### config.mk
export PLATFORM = sky130hd
export DESIGN_NAME = rsc_divsqrt
export DESIGN_NICKNAME = d
export VERILOG_FILES = /design/src/assert_macros.svh /design/src/rsc_pkg.sv /design/src/rsc_divsqrt.sv
export SDC_FILE = /design/constraint.sdc
export NUM_CORES = 1
export LEC_CHECK = 0
export ABC_AREA = 1
export BUFFER_PORTS_ARGS = -buffer_cell sky130_fd_sc_hd__clkbuf_2
export CORE_UTILIZATION = 40
export CTS_CLUSTER_SIZE = 12
export DETAILED_ROUTE_END_ITERATION = 10
export SKIP_LAST_GASP = 1
export SYNTH_ARGS = -nofsm -noshare
export SYNTH_HDL_FRONTEND = slang
export SYNTH_SLANG_ARGS = --single-unit
### constraint.sdc
create_clock -name clk -period 3.81 [get_ports clk]
set_input_delay 0.381 -clock clk [delete_from_list [all_inputs] [get_ports clk]]
set_output_delay 0.381 -clock clk [all_outputs]
set_load 0.01 [all_outputs]
### src/assert_macros.svh
// Assertion helpers shared by the RTL. Each assumes clk and arst_n in scope.
`ifndef ASSERT_MACROS_SVH
`define ASSERT_MACROS_SVH

// same-cycle implication
`define RSC_ASSERT_IMPL(lbl, ante, cons) \
	lbl: assert property (@(posedge clk) disable iff (!arst_n) (ante) |-> (cons)) \
		else $error("assertion failed: same-cycle implication");

// next-cycle implication
`define RSC_ASSERT_NEXT(lbl, ante, cons) \
	lbl: assert property (@(posedge clk) disable iff (!arst_n) (ante) |=> (cons)) \
		else $error("assertion failed: next-cycle implication");

`endif

### src/rsc_pkg.sv
`timescale 1ns / 1ps
package rsc_pkg;

	localparam int RES_DEF = 16;
	localparam int COMP_W  = 17;
	localparam int ONE_Q16 = 65536;
	localparam int WORD_W  = 32;
	localparam int IDX_W   = 16;
	// shared divide / square-root unit widths
	localparam int DIV_W   = 40;
	localparam int DEN_W   = 24;
	localparam int OPD_W   = 48;
	localparam int ROOT_W  = 24;

	localparam logic [1:0] REQ_LOAD_COEF  = 2'd0;
	localparam logic [1:0] REQ_LOAD_SCALE = 2'd1;
	localparam logic [1:0] REQ_CONVERT    = 2'd2;

	typedef struct packed {
		logic start;
		logic is_sqrt;
	} du_req_t;

	typedef struct packed {
		logic busy;
		logic done;
	} du_stat_t;

endpackage

### src/rsc_divsqrt.sv
`timescale 1ns / 1ps
// Radix-2 restoring divider / digit-by-digit integer square root.
// Divide: 40-bit dividend in opd_a[39:0], 24-bit divisor, 40 steps.
// Sqrt: 48-bit operand, 24-bit floor root, 24 steps.
module rsc_divsqrt (
	input  logic                          clk,
	input  logic                          arst_n,
	input  rsc_pkg::du_req_t              req,
	input  logic [rsc_pkg::OPD_W-1:0]     opd_a,
	input  logic [rsc_pkg::DEN_W-1:0]     opd_b,
	output rsc_pkg::du_stat_t             stat,
	output logic [rsc_pkg::DIV_W-1:0]     result
);

	logic                          busy_q, done_q, sqrt_q;
	logic [5:0]                    cnt_q;
	logic [26:0]                   rem_q, rem_n, rem_t, trial;
	logic [rsc_pkg::OPD_W-1:0]     acc_q;
	logic [rsc_pkg::DIV_W-1:0]     quo_q;
	logic [rsc_pkg::DEN_W-1:0]     den_q;
	logic                          fit;

	// one step of the selected recurrence
	always_comb begin
		if (sqrt_q) begin
			rem_t = {rem_q[24:0], acc_q[rsc_pkg::OPD_W-1 -: 2]};
			trial = {1'b0, quo_q[rsc_pkg::ROOT_W-1:0], 2'b01};
		end else begin
			rem_t = {2'b00, rem_q[23:0], acc_q[rsc_pkg::OPD_W-1]};
			trial = {3'b000, den_q};
		end
		fit   = (rem_t >= trial);
		rem_n = fit ? (rem_t - trial) : rem_t;
	end

	// control
	always_ff @(posedge clk or negedge arst_n) begin
		if (!arst_n) begin
			busy_q <= 1'b0;
			done_q <= 1'b0;
			cnt_q  <= '0;
		end else begin
			done_q <= 1'b0;
			if (req.start) begin
				busy_q <= 1'b1;
				cnt_q  <= req.is_sqrt ? 6'(rsc_pkg::ROOT_W - 1) : 6'(rsc_pkg::DIV_W - 1);
			end else if (busy_q) begin
				if (cnt_q == 6'd0) begin
					busy_q <= 1'b0;
					done_q <= 1'b1;
				end else begin
					cnt_q <= cnt_q - 6'd1;
				end
			end
		end
	end

	// datapath
	always_ff @(posedge clk) begin
		if (req.start) begin
			sqrt_q <= req.is_sqrt;
			acc_q  <= req.is_sqrt ? opd_a : {opd_a[rsc_pkg::DIV_W-1:0], 8'd0};
			den_q  <= opd_b;
			rem_q  <= '0;
			quo_q  <= '0;
		end else if (busy_q) begin
			rem_q <= rem_n;
			quo_q <= {quo_q[rsc_pkg::DIV_W-2:0], fit};
			acc_q <= sqrt_q ? {acc_q[rsc_pkg::OPD_W-3:0], 2'b00}
				: {acc_q[rsc_pkg::OPD_W-2:0], 1'b0};
		end
	end

	assign stat.busy = busy_q;
	assign stat.done = done_q;
	assign result    = quo_q;

endmodule

==> qor.txt, run 1 <==
outcome -> complete, no violations
vias in the first global route -> 7502
CP Buf/Inv Count -> 3
Initial Util -> 0.414
core box area -> 21300 um2
CP required -> 4130 ps
Pre-antenna DRT Iters -> 5
post-synthesis cell count -> 1158
Net Switching -> 2.42 mW
I/O pin count -> 118
drt drc -> 0
worst vdd ir -> 0.361 mV
dpl hpwl -> 17.3 mm
most frequent cell after synthesis -> nand2_1
Util after Layout -> 0.477
synthesized area -> 8810 um2
first-pass GRT wire length -> 38.8 mm
Critical Path Sink Type -> flop
Post-Route WL -> 24.1 mm
largest area contributor in the synthesized netlist -> edfxtp_1
main flop type after synthesis -> edfxtp_1
Post-Syn Nets -> 1263
Max stage delay cell, worst path -> o21ai_0
initial antenna violation count -> 2
Final nets -> 1357
Design Area, Final -> 10200 um2
CTS tree -> yes
cells along the critical path -> buf_12 -> o21ai_0 -> inv_1 -> ha_1 -> nand2_1 -> inv_1 -> nand2_1 -> nand2_1 -> a21oi_2 -> nand2_2 -> nor2_4 -> nand2_8 -> nand2_1 -> nand2_1 -> nand2_1 -> nand2_1
Critical Path Max Stage Delay -> 470 ps
CTS buffer count -> 17
crit start category -> flop
CTS Sinks -> 146
gr usage total -> 0.220
worst clock skew -> 11.5 ps
final antenna-violating net count -> 0
fmax -> 0.284 GHz
Clk network pwr share -> 0.261
internal power -> 3.61 mW
syn_area_per_cell -> 7.61 um2
dpl cell area -> 9590 um2
Max-cap violations -> 0
grt total ovfl -> 0
final setup margin -> 289 ps
Warnings, synthesis -> 0
root buffer cell -> clkbuf_16
number of port buffers -> 117
final std cells w/o fill -> 1542
Rows -> 53
full die area -> 22600 um2
Relative slew margins -> 0.467
most frequent cell on the critical path -> nand2_1
Gates resized, CTS repair -> 0
top cell types by occurrence after synthesis -> nand2_1 (322), inv_1 (195), edfxtp_1 (73)
unrepaired setup endpoints after global routing -> false
dpl ws -> 271 ps
part of the power in registers -> 0.332
Clock transition at path regs -> 70 ps
switching part of the total -> 0.402
pin count of the biggest net entering global routing -> 136
vias per cell -> 5.08
post-synthesis cell type count -> 44
synth top area cells -> edfxtp_1 (25%), dfxtp_1 (15%), nand2_1 (14%)
routed length per placed instance -> 15.6 um
Yosys reg bits -> 146
final setup violation count -> 0
Post-synth EDFFs -> 73
worst skew pair latency -> 420 ps
HP Class -> input pin to flop
clock buffer depth -> 2
Critical Path AT -> 3840 ps
Comb pwr share -> 0.407
Fin Hold WS -> 134 ps
Max H-tree Level -> 4
final number of max-transition violations -> 0
layout cell share with drive strength beyond 1 -> 0.180
number of fill cells -> 2101
Tcrit/Tclk final -> 0.924
Hold Vio Cnt, Final -> 0
actual slew at the worst max-slew pin -> 800 ps
Critical Path Fanout Max -> 135
DR vias -> 7835
die width -> 150 um
Leak -> 4.90 nW
register area share after synthesis -> 0.419
Period minus WS final -> 3520 ps
DRT iter0 DRCs -> 686
dpl cells -> 1506
FFs w/ async S/R, synth -> 0.0548
Area Overhead vs Synth -> 15.2%
PD cells -> 594 nW/um2
total power -> 6.03 mW
post-synth top area share -> 0.249
setup TNS -> 0 ps
CP Class -> flop to flop
Crit path max-delay family -> simple AND/OR/NAND/NOR gates
routability cong. -> 0.898
Vert. Die Dim -> 150 um
==> registers in the layout (all words and copies together), names as in the netlist <==
register	flops
done_q	1
cnt_q	6
result	40
acc_q	48
sqrt_q	1
rem_q	25
busy_q	1
den_q	24
==> cells by family (layout without fill, tap and decap cells) <==
group / count (synthesis) / after routing / synth area share
and+or+nand+nor: 508 / 509 / 0.255
buffers and inverters: 258 / 364 / 0.116
AOI/OAI and AO/OA: 200 / 200 / 0.150
DFF: 146 / 146 / 0.419
adders and majority gates: 29 / 29 / 0.0420
xor gates and xnor gates: 11 / 11 / 0.0109
muxes: 6 / 6 / 0.00682
other: 0 / 2 / 0
==> layer usage <==
layer  up-vias  share of wire  routed length, um  GRT usage
li1       4028              -                  -          -
met1      3563           0.51              12200      0.330
met2       226           0.43              10300      0.320
met3        18          0.054               1310     0.0436
met4         0          0.013                316     0.0576
met5         -              0                  0          0
==> power groups by stage <==
stage               Clock (mW)  Combinational, mW  Sequential, mW
floorplan                    0               1.86            1.99
global placement             0               2.39            2.03
detailed placement           0               2.39            2.03
CTS                       1.59               2.41            2.00
global route              1.65               2.78            2.02
finish                    1.58               2.46            2.00
==> cell usage in the layout, fill, tap and decap left out, types with 39 or more instances in the layout <==
| master | n |
|---|---|
| clkbuf_2 | 117 |
| dfxtp_1 | 65 |
| edfxtp_1 | 73 |
| inv_1 | 195 |
| nand2_1 | 322 |
| nand3_1 | 69 |
| o21ai_0 | 56 |
| o221ai_1 | 39 |
| o22ai_1 | 39 |
| or2_2 | 39 |
==> path summary, 6_finish.rpt <==
kind	startpoint	end	slack [ps]	cells past startpoint
max	sqrt_q	rem_q[20]	290	16
min	opd_b[20]	den_q[20]	130	1
max reg2reg	sqrt_q	rem_q[20]	290	16
min reg2reg	rem_q[11]	rem_q[11]	450	2
max in group asynchronous	arst_n	done_q	3280	2
min in group asynchronous	arst_n	busy_q	340	2
==> layout make-up <==
| class | count | area, um2 | share of cell area |
|---|---|---|---|
| clock buffer | 21 | 472 | 0.0465 |
| multi-input combinational | 755 | 4110 | 0.404 |
| tap | 275 | 344 | 0.0339 |
| timing repair buffer | 130 | 698 | 0.0688 |
| clock inverter | 11 | 75.1 | 0.00739 |
| sequential | 146 | 3690 | 0.364 |
| inverter | 202 | 759 | 0.0748 |
| antenna | 2 | 5.00 | 0.000493 |
==> what timing repair did <==
action	CTS	global route
hold endpoints to repair	8	0
hold buffers	1	0
setup endpoints to repair	0	5
setup buffers	0	0
(Power assumes the default switching activity.)
==> run 2, diff against run 1 <==
--- a/config.mk
+++ b/config.mk
@@ -7,9 +7,12 @@
 export LEC_CHECK = 0
 export ABC_AREA = 1
 export BUFFER_PORTS_ARGS = -buffer_cell sky130_fd_sc_hd__clkbuf_2
+export CELL_PAD_IN_SITES_DETAIL_PLACEMENT = 1
+export CELL_PAD_IN_SITES_GLOBAL_PLACEMENT = 1
 export CORE_UTILIZATION = 40
 export CTS_CLUSTER_SIZE = 12
 export DETAILED_ROUTE_END_ITERATION = 10
+export PLACE_DENSITY_LB_ADDON = 0.1
 export SKIP_LAST_GASP = 1
 export SYNTH_ARGS = -nofsm -noshare
 export SYNTH_HDL_FRONTEND = slang
==> run 2 against run 1 <==
  * Clock-buffer cell count shrank 3
  * Die area is the same
  * Largest cell class unchanged
  * Clock power grew 6%
  * Sequential share of layout area shrank 0.42 points
  * Sequential cell count is the same
==> qor.txt, run 2 (synthesized netlist as in run 1, its figures left out) <==
number of port buffers -> 117 (unchanged)
Critical Path Sink Type -> flop
worst skew pair latency -> 440 ps (+20 ps)
initial antenna violation count -> 0 (-2)
crit start category -> flop
I/O pin count -> 118 (unchanged)
fmax -> 0.315 GHz (+11%)
core box area -> 21300 um2 (unchanged)
vias per cell -> 5.31 (+4.5%)
# diodes -> 0 (-2)
Max H-tree Level -> 4 (unchanged)
outcome -> complete, no violations
routability cong. -> 0.868 (-3.4%)
most common cell after layout, fill and taps aside -> nand2_1
worst clock skew -> 14.0 ps (+2.51 ps)
drt drc -> 0 (unchanged)
Max-cap violations -> 0 (unchanged)
Rows -> 53 (unchanged)
Post-CTS Setup Bufs -> 0 (unchanged)
number of fill cells -> 2704 (+29%)
CTS buffer count -> 17 (unchanged)
vias in the first global route -> 8180 (+9.0%)
Tcrit/Tclk final -> 0.832 (-0.0918)
Post-CTS Hold Fix Bufs -> 1 (unchanged)
worst vdd ir -> 0.388 mV (+7.5%)
dpl hpwl -> 21.1 mm (+22%)
clock buffer depth -> 2 (unchanged)
CP Class -> flop to flop
CTS Sinks -> 146 (unchanged)
R2R setup slack -> 640 ps (+350 ps)
gr usage total -> 0.263 (+0.0424)
die width -> 150 um (unchanged)
grt total ovfl -> 0 (unchanged)
Initial Util -> 0.414 (unchanged)
R2R Path End -> rem_q[4]
Vert. Die Dim -> 150 um (unchanged)
final antenna-violating net count -> 0 (unchanged)
Critical Path Source -> sqrt_q
dpl ws -> 758 ps (+487 ps)
Final nets -> 1367 (+0.74%)
final setup margin -> 639 ps (+350 ps)
worst reg-to-reg path cell count -> 14 (-2)
setup TNS -> 0 ps (unchanged)
DRT iter0 DRCs -> 550 (-20%)
layout cell share with drive strength beyond 1 -> 0.188 (+0.00800)
CTS tree -> yes
Leak -> 4.97 nW (+1.4%)
launching point of the worst reg2reg path -> sqrt_q
Most flops, register -> acc_q
actual slew at the worst max-slew pin -> 927 ps (+127 ps)
PD cells -> 613 nW/um2 (+3.3%)
HP Class -> input pin to flop
Largest register FFs -> 48 (unchanged)
Post-Route WL -> 28.3 mm (+18%)
Area Overhead vs Synth -> 16.6%
full die area -> 22600 um2 (unchanged)
Relative slew margins -> 0.382 (-0.0854)
Util after Layout -> 0.483 (+0.00553)
CP required -> 4120 ps (about the same)
routed length per placed instance -> 18.3 um (+17%)
pin count of the biggest net entering global routing -> 89 (-35%)
Clock transition at path regs -> 70 ps (about the same)
root buffer cell -> clkbuf_16
worst hold start -> opd_b[15]
Critical Path AT -> 3480 ps (-360 ps)
unrepaired setup endpoints after global routing -> false
Period minus WS final -> 3170 ps (-350 ps)
Hold Vio Cnt, Final -> 0 (unchanged)
Critical Path Fanout Max -> 88 (-35%)
Hold Path Sink -> den_q[15]
Pre-antenna DRT Iters -> 5 (unchanged)
DR vias -> 8231 (+5.1%)
Gates resized, CTS repair -> 0 (unchanged)
final setup violation count -> 0 (unchanged)
WHS Path Cells -> 1 (unchanged)
first-pass GRT wire length -> 44.9 mm (+16%)
commonest non-fill, non-tap cells in the layout -> nand2_1 (322), inv_1 (195), clkbuf_2 (117)
final number of max-transition violations -> 0 (unchanged)
[run 2: per-stage QoR]
step | area (um2) | cells | power (mW) | hold slack (ps)
6_report | 10300 | 1550 | 6.30 | 127
5_1_grt | 10300 | 1550 | 6.75 | 113
4_1_cts | 10300 | 1550 | 6.32 | 110
3_5_place_dp | 9680 | 1517 | 4.62 | 242
3_3_place_gp | 9680 | 1517 | 4.57 | 243
2_1_floorplan | 8810 | 1158 | 3.86 | 85.4
[run 2: final cells by class]
cell class,count,area [um2],share of cell area
clock buffer,18,450,0.0439
clock inverter,14,130,0.0127
inverter,202,759,0.0739
multi-input combinational,754,4100,0.399
sequential,146,3690,0.360
tap,275,344,0.0335
timing repair buffer,141,793,0.0772
[run 2: worst max-delay path by stage]
stage / to / cells past startpoint
finish: rem_q[4] / 14
global placement: rem_q[4] / 14
CTS: rem_q[2] / 15
detailed placement: rem_q[4] / 16
global route: rem_q[14] / 16
floorplan: rem_q[22] / 20
[run 2: layer usage]
metal / vias up / global-route usage / part of all wire
li1: 4053 / - / -
met1: 3941 / 0.396 / 0.50
met4: 0 / 0.0611 / 0.0094
met5: - / 0 / 0
met3: 20 / 0.0448 / 0.059
met2: 217 / 0.388 / 0.43
[run 2: power by group]
| part | total [mW] | switching, mW | internal, mW |
|---|---|---|---|
| logic | 2.61 | 1.71 | 0.899 |
| registers | 2.02 | 0.139 | 1.88 |
| clock network | 1.68 | 0.772 | 0.904 |
| total | 6.30 | 2.62 | 3.68 |
[run 2: critical path: stages (launching register included)]
cell and delay, ps:
edfxtp_1 440, buf_12 230, o21ai_0 570, ha_1 440
nand2_1 190, inv_2 50, nand2_1 60, nand2_1 80
inv_1 80, a21oi_2 80, nor2_4 190, buf_4 290
nand3_1 110, nand3_1 100, o21ai_1 60
==> run 3, diff against run 2 <==
--- a/config.mk
+++ b/config.mk
@@ -9,7 +9,7 @@
 export BUFFER_PORTS_ARGS = -buffer_cell sky130_fd_sc_hd__clkbuf_2
 export CELL_PAD_IN_SITES_DETAIL_PLACEMENT = 1
 export CELL_PAD_IN_SITES_GLOBAL_PLACEMENT = 1
-export CORE_UTILIZATION = 40
+export CORE_UTILIZATION = 39
 export CTS_CLUSTER_SIZE = 12
 export DETAILED_ROUTE_END_ITERATION = 10
 export PLACE_DENSITY_LB_ADDON = 0.1
==> constraint.sdc (replaced) <==
create_clock -name clk -period 2.78 [get_ports clk]
set_input_delay 0.278 -clock clk [delete_from_list [all_inputs] [get_ports clk]]
set_output_delay 0.278 -clock clk [all_outputs]
set_load 0.01 [all_outputs]
==> run 3 against run 2 <==
  * The run now ends with DRC, setup timing left
  * Global-route usage shrank 0.98 points
  * Wire length grew 6.3%
  * Clock skew shrank 6.6 ps
  * Clock power grew 30%
  * Critical path type unchanged
  * Largest cell class unchanged
  * Highest routed layer is now met5
==> qor.txt, run 3 (synthesized netlist as in run 1, its figures left out) <==
outcome -> finished, violations left
failing checks -> DRC, setup timing
R2R Path End -> rem_q[10]
actual slew at the worst max-slew pin -> 840 ps (-87.1 ps)
initial antenna violation count -> 1 (+1)
worst vdd ir -> 0.430 mV (+11%)
routed length per placed instance -> 18.3 um (+0.35%)
area of the multi-input gates -> 4420 um2 (+7.8%)
dpl hpwl -> 21.8 mm (+3.6%)
Vert. Die Dim -> 152 um (+1.3%)
Relative slew margins -> 0.440 (+0.0587)
number of fill cells -> 2704 (unchanged)
root buffer cell -> clkbuf_16
Final nets -> 1454 (+6.4%)
Hold Path Sink -> den_q[22]
vias in the first global route -> 8604 (+5.2%)
R2R setup slack -> -70 ps (-710 ps)
grt total ovfl -> 0 (unchanged)
worst skew pair latency -> 430 ps (about the same)
final setup violation count -> 24 (+24)
Fin Hold WS -> 21.8 ps (-105 ps)
Period minus WS final -> 2850 ps (-320 ps)
Clk network pwr share -> 0.222 (-0.044)
Leak -> 5.48 nW (+10%)
pin count of the biggest net entering global routing -> 64 (-28%)
layout cell share with drive strength beyond 1 -> 0.288 (+0.0996)
WHS Path Cells -> 1 (unchanged)
Post-Route WL -> 30.1 mm (+6.3%)
part of the power in registers -> 0.282 (-0.038)
PD cells -> 861 nW/um2 (+40%)
drt drc -> 1 (+1)
Critical Path AT -> 3220 ps (-260 ps)
fmax -> 0.351 GHz (+11%)
switching part of the total -> 0.400 (-0.0156)
final setup margin -> -71.7 ps (-710 ps)
Clock transition at path regs -> 70 ps (about the same)
most common cell after layout, fill and taps aside -> nand2_1
number of port buffers -> 117 (unchanged)
crit start category -> flop
CTS tree -> yes
CP required -> 3150 ps (-970 ps)
DRT iter0 DRCs -> 491 (-11%)
commonest non-fill, non-tap cells in the layout -> nand2_1 (304), inv_1 (190), clkbuf_2 (117)
core box area -> 22000 um2 (+3.2%)
clock buffer depth -> 2 (unchanged)
Area Overhead vs Synth -> 29.5%
Most flops, register -> acc_q
HP Class -> input pin to flop
DR vias -> 8548 (+3.9%)
full die area -> 23200 um2 (+2.5%)
worst reg-to-reg path cell count -> 19 (+5)
I/O pin count -> 118 (unchanged)
Critical Path Fanout Max -> 8 (-91%)
launching point of the worst reg2reg path -> sqrt_q
Pre-antenna DRT Iters -> 8 (+3)
total power -> 9.82 mW (+56%)
Comb pwr share -> 0.496 (+0.082)
first-pass GRT wire length -> 46.1 mm (+2.5%)
Max H-tree Level -> 4 (unchanged)
worst hold start -> opd_b[22]
CTS Sinks -> 146 (unchanged)
Max-cap violations -> 0 (unchanged)
final number of max-transition violations -> 0 (unchanged)
final antenna-violating net count -> 0 (unchanged)
routability cong. -> 0.896 (+3.2%)
dpl ws -> -101 ps (-859 ps)
die width -> 152 um (+1.3%)
Tcrit/Tclk final -> 1.03 (+0.193)
CP Class -> flop to flop
CTS buffer count -> 17 (unchanged)
Largest register FFs -> 48 (unchanged)
# diodes -> 0 (unchanged)
Initial Util -> 0.401 (-0.0127)
Rows -> 54 (+1.9%)
vias per cell -> 5.21 (-2.0%)
Hold Vio Cnt, Final -> 0 (unchanged)
internal power -> 5.89 mW (+60%)
Register Area -> 3690 um2 (unchanged)
unrepaired setup endpoints after global routing -> true
worst clock skew -> 7.43 ps (-6.57 ps)
Critical Path Sink Type -> flop
Net Switching -> 3.93 mW (+50%)
gr usage total -> 0.253 (-0.00980)
==> run 3: cell types whose count changed in the layout (fill, tap and decap cells not counted), moves of 15 or more <==
cell	before	now
buf_4	21	90
nand2_2	7	22
o21ai_1	2	23
nand2_1	322	304
o21ai_0	56	25
ha_1	28	11
==> run 3: worst max path at each step <==
stage	start	endpoint	slack [ps]	depth (start not counted)
final	sqrt_q	rem_q[10]	-70	19
after global routing	sqrt_q	rem_q[18]	-210	19
after CTS	sqrt_q	rem_q[17]	-30	18
after detailed placement	sqrt_q	rem_q[20]	-100	18
after global placement	sqrt_q	rem_q[24]	-50	16
after floorplan	sqrt_q	rem_q[22]	40	20
==> run 3: final cells by class <==
cell class,instances,share of cell area
clock buffer,18,0.0385
clock inverter,14,0.00998
inverter,202,0.0666
multi-input combinational,754,0.387
sequential,146,0.324
tap,280,0.0307
timing repair buffer,228,0.143
==> run 3: layer usage <==
| metal | share of wire | vias to the layer above | GRT usage | wire length [um] |
|---|---|---|---|---|
| met1 | 0.48 | 4121 | 0.356 | 14500 |
| met3 | 0.034 | 31 | 0.0344 | 1030 |
| li1 | - | 4225 | - | - |
| met4 | 0.018 | 2 | 0.0700 | 536 |
| met2 | 0.47 | 169 | 0.406 | 14100 |
| met5 | 0.00043 | - | 0 | 13 |
==> run 3: metrics by stage <==
stage,setup TNS (ps),util,instance area [um2],instances
after floorplan,0,-,8810,1158
after global placement,-440,0.466,10200,1586
after detailed placement,-1220,0.466,10200,1586
after CTS,-69.1,0.494,10900,1620
after global routing,-4290,0.519,11400,1642
final,-947,0.519,11400,1642
==> run 3: critical path, cell delays in order, from the launching register on <==
cell,delay (ps)
edfxtp_1,510
buf_12,200
buf_4,160
nand2_1,80
o21ai_0,90
ha_1,430
nand2_2,110
nor2_4,120
nand2_2,80
nor2_2,150
nand3_2,90
nand2_2,90
nor2_4,40
buf_12,140
nand2_8,100
buf_12,130
nand2_1,60
nand2_1,70
nand2_1,60
nand2_1,80
==> run 3: power groups by stage <==
stage	Clock, mW	Combinational [mW]	Sequential, mW
floorplan	0	2.56	2.73
global placement	0	3.99	2.79
detailed placement	0	4.05	2.79
CTS	2.22	4.15	2.75
global route	2.31	5.37	2.80
finish	2.18	4.87	2.76
==> run 3: timing repair <==
action / in CTS / in global routing
hold buffers: 1 / 0
gates cloned: 0 / 5
pin swaps: 2 / 14
setup endpoints to repair: 26 / 26
endpoints found under the hold margin: 8 / 0
setup buffers: 1 / 17
gates resized for setup: 22 / 93
